--- src/assert_macros.svh ---
`ifndef ASSERT_MACROS_SVH
`define ASSERT_MACROS_SVH

// Check sampled on clk_i, muted while rst_ni is low.
`define TDCC_ASSERT(name, prop, msg) \
  name: assert property (@(posedge clk_i) disable iff (!rst_ni) prop) else $error(msg);

// Check that must also hold while reset is applied.
`define TDCC_ASSERT_ALWAYS(name, prop, msg) \
  name: assert property (@(posedge clk_i) prop) else $error(msg);

`endif

--- src/tdcc_ram.sv ---
module tdcc_ram #(
  parameter int unsigned WIDTH = 8,
  parameter int unsigned DEPTH = 16
) (
  input  logic                     clk_i,
  input  logic                     we_i,
  input  logic [$clog2(DEPTH)-1:0] waddr_i,
  input  logic [WIDTH-1:0]         wdata_i,
  input  logic                     re_i,
  input  logic [$clog2(DEPTH)-1:0] raddr_i,
  output logic [WIDTH-1:0]         rdata_o
);

  logic [WIDTH-1:0] mem_q [DEPTH];
  logic [WIDTH-1:0] rdata_q;

  // read returns the old word on a same-address write
  always_ff @(posedge clk_i) begin
    if (we_i) begin
      mem_q[waddr_i] <= wdata_i;
    end
    if (re_i) begin
      rdata_q <= mem_q[raddr_i];
    end
  end

  assign rdata_o = rdata_q;

endmodule

--- config.mk ---
export PLATFORM = sky130hd
export DESIGN_NAME = tdcc_ram
export DESIGN_NICKNAME = d
export VERILOG_FILES = /design/src/assert_macros.svh /design/src/tdcc_ram.sv
export SDC_FILE = /design/constraint.sdc
export NUM_CORES = 1
export LEC_CHECK = 0
export BUFFER_PORTS_ARGS = -buffer_cell sky130_fd_sc_hd__buf_4
export CORE_MARGIN = 3
export CORE_UTILIZATION = 60
export CTS_BUF_LIST = sky130_fd_sc_hd__clkbuf_4 sky130_fd_sc_hd__clkbuf_8
export DETAILED_ROUTE_END_ITERATION = 8
export PLACE_DENSITY = 0.75
export SYNTH_ARGS = -nofsm -noshare
export SYNTH_HDL_FRONTEND = slang
export SYNTH_SLANG_ARGS = --single-unit
--- constraint.sdc ---
create_clock -name clk_i -period 3.54 [get_ports clk_i]
set_input_delay 0.354 -clock clk_i [delete_from_list [all_inputs] [get_ports clk_i]]
set_output_delay 0.354 -clock clk_i [all_outputs]
set_load 0.01 [all_outputs]
Yosys cells after proc, flatten, opt, wreduce, memory -nomap -nowiden:

Memory sizes are Yosys's and may differ from the RTL's. A register that Yosys moved wholly into a read port is not among the register bits.
Cells that the tools add are included.

* mux-type cells: 2

Operators with widths (number)
* $mux 1: 2

* bits in registers: 0
* memory bits (writable): 128
* input bits: 19
* output and inout bits: 8
* word-level logic and storage cells: 3
* memories kept: 1

Memory list
* mem_q: depth 16, width 8, read ports 1, clocked after Yosys merged registers in 1, write ports 1, line tdcc_ram.sv:14 `logic [WIDTH-1:0] mem_q [DEPTH];`

Longest topological paths before layout:

* word-level depth: 2
* gate-level depth with buffers: 5
* mapped depth without buffers: 3

Worst setup path after synthesis:

Ideal clock, no wire load.

* kind: input to register
* from: input port waddr_i[2]
* to: memory mem_q[0][0], enable pin
* data arrival time: 1464 ps
* required time: 3157 ps
* path slack: 1693 ps
* cell stages on the path: 2
* buffers on the path: 0
* cell sequence: or3b_2 nor3_1

RTL lines
* from (decl): line tdcc_ram.sv:7 `input logic [$clog2(DEPTH)-1:0] waddr_i,`
* to (decl): line tdcc_ram.sv:14

Straight into the memory's write port.

==> impl_results.md <==
- Status: complete, no violations
- Global route total overflow: 0
- First-pass GRT wire length: around 15000 um
- Root buffer cell: clkbuf_8
- # rows: 33
- Core Region: ~8300 um2
- Hold Path Class: input pin to flop
- Clock Skew: 11.85 ps
- GRT Resource Usage Total: approximately 22%
- Slew Viols, Final: 0
- Initial Utilization: 62.68%
- Critical Path Sink Type: flop
- Yosys warns: 0
- Post-synthesis register bit count: approximately 140
- Maxcap violations: 0
- Worst path max stage delay: 630 ps
- HPWL after DPL: 6022 um
- CTS tree: done
- Mapped Nets: around 250
- Dpl cell area: around 5500 um2
- Port bufs: 26
- Average size of a mapped cell: approximately 23 um2
- # nets final: ~290
- Crit path cell chain: buf_4 > mux4_2 > a22oi_1 > nand2_1
- Fin Setup TNS: 0 ps
- Post-DRT Antenna Nets: 0
- Largest net degree at the start of global routing: 33
- DRC violations left: 0
- Die Span X: just under 100 um
- Vias in the first global route: between 2000 and 2500
- Cells resized by post-CTS repair: 0
- Total Wirelength: about 9900 um
- Starting DRT DRC Count: between 200 and 300
- Drt pass-1 iters: 7
- Fin crit period: about 1700 ps
- RSZ-0062 raised after global routing: no
- Initial antenna violation count: 0
- WL/cell: 25.74 um
- Relative slew slack: 28.68%
- Fin. Hold Viols: 0
- Largest delay share family, worst path: multiplexers
- Buf/Inv on CP: 1
- Via density: 6.396
- Die span in y: between 90 and 100 um
- CTS H-Tree Depth: 4
- Synthesized area: approximately 5200 um2
- Synth unique cells: 18
- Layout cells sized above 1: around 28%
- Total power: about 3.2 mW
- Clock Sinks: ~140
- Sequential fraction of the synthesis area: 78.12%
- Clock latency on the worst-skew pair: around 420 ps
- Crit-path max FO: 32
- Worst vdd ir: roughly 270 uV
- Post-synthesis cell count: between 200 and 250
- Io pins: 27
- Final setup violation count: 0
- Power density over cell area: roughly 540 nW/um2
- Cts hold-fix bufs: 0
- Startpoint Class: input pin
- Max Buffers Root-to-Sink: 2
- Worst path slowest cell: mux4_2
- # Post-CTS Setup Buffers: 0
- GP Congestion: 0.7872
- DR vias: around 2500
- ANT cells: 0
- Critical path class: input pin to flop
- Final Instance Area: approximately 6000 um2
- Worst-Margin Slew: 1066 ps
- Worst reg-to-reg setup slack: approximately 1900 ps
- Leakage power: ~1.9 nW
- CTS buffer count: 17
- Area grow syn2layout: 12.21%
- CP required: 3710 ps
- CP arrival: roughly 1900 ps
- Die area: a little under 10000 um2
- Period utilization: between 40% and 50%
- Worst-path clk slew: approximately 80 ps
- Fmax: between 500 and 600 MHz
==> placed cells by master (no fill, tap or decap), types with 2 or more instances in the layout <==
cell and count:
a22oi_1 16, edfxtp_1 136, mux4_1 14, nand3b_1 2
nor2_1 13, nand2b_1 2, nor3_1 4, clkbuf_8 17
clkinvlp_4 6, bufinv_16 2, clkinv_2 4, mux4_2 18
buf_4 30, nand2_1 9
==> through the flow <==
stage	worst slack, ps	instances	hold slack [ps]	utilization (%)
5_1_grt	1739	384	226.5	70.33
6_report	1846	384	231.1	70.33
2_1_floorplan	1693	229	452.9	-
3_5_place_dp	1376	354	670.1	65.92
4_1_cts	1828	384	211.1	70.33
3_3_place_gp	1387	354	657.2	65.92
==> sequential cells by signal, summed over array words and instances (netlist names) <==
| register | cells |
|---|---|
| mem_q | 128 |
| rdata_o | 8 |
==> metal layers <==
layer	vias to the layer above	GRT usage [%]	wire, um
li1	1054	-	-
met1	1253	32.21	4036
met2	126	32.28	4842
met3	23	5.750	769
met4	0	9.559	235
met5	-	0	0
==> where the power goes <==
| group | internal, mW | total [mW] | switching (mW) |
|---|---|---|---|
| clock network | 0.611 | 1.16 | 0.552 |
| registers | 1.81 | 1.82 | 0.0104 |
| logic | 0.0732 | 0.170 | 0.0970 |
==> area by class of cell <==
type                       count  area (um2)
clock inverter                13       133.9
sequential                   136        4084
tap                          105       131.4
timing repair buffer          30       225.2
clock buffer                  17       234.0
fill                         533        2475
multi-input combinational     83        1057
==> cells by family after synthesis <==
| group | after synthesis | synth area share (%) |
|---|---|---|
| buffers and inverters | 10 | 1.651 |
| multiplexers | 32 | 14.79 |
| AND/OR/NAND/NOR | 35 | 3.136 |
| flip-flops | 136 | 78.12 |
| AO/OA/AOI/OAI | 16 | 2.298 |
==> path summary, 6_finish.rpt <==
path	from	endpoint	cells past startpoint
setup / recovery	raddr_i[0]	rdata_o[6]	4
hold / removal	re_i	rdata_o[0]	1
setup reg to reg	mem_q[1][2]	rdata_o[2]	3
hold reg to reg	mem_q[8][1]	rdata_o[1]	3
==> Yosys cell counts <==
cell,n,area share [%]
and2b_1,1,0.14
nor2_1,13,0.93
edfxtp_1,136,78
mux4_2,18,7.8
or3b_2,1,0.17
clkdlybuf4s25_2,3,0.57
buf_6,3,0.65
a22oi_1,16,2.3
nand2b_1,2,0.24
nand3_1,1,0.096
and2_1,1,0.12
buf_2,3,0.29
mux4_1,14,7.0
buf_4,1,0.14
nand3b_1,2,0.29
nor2b_1,1,0.12
nor3_1,4,0.38
nand2_1,9,0.65
Power figures use the tool's default switching activity.
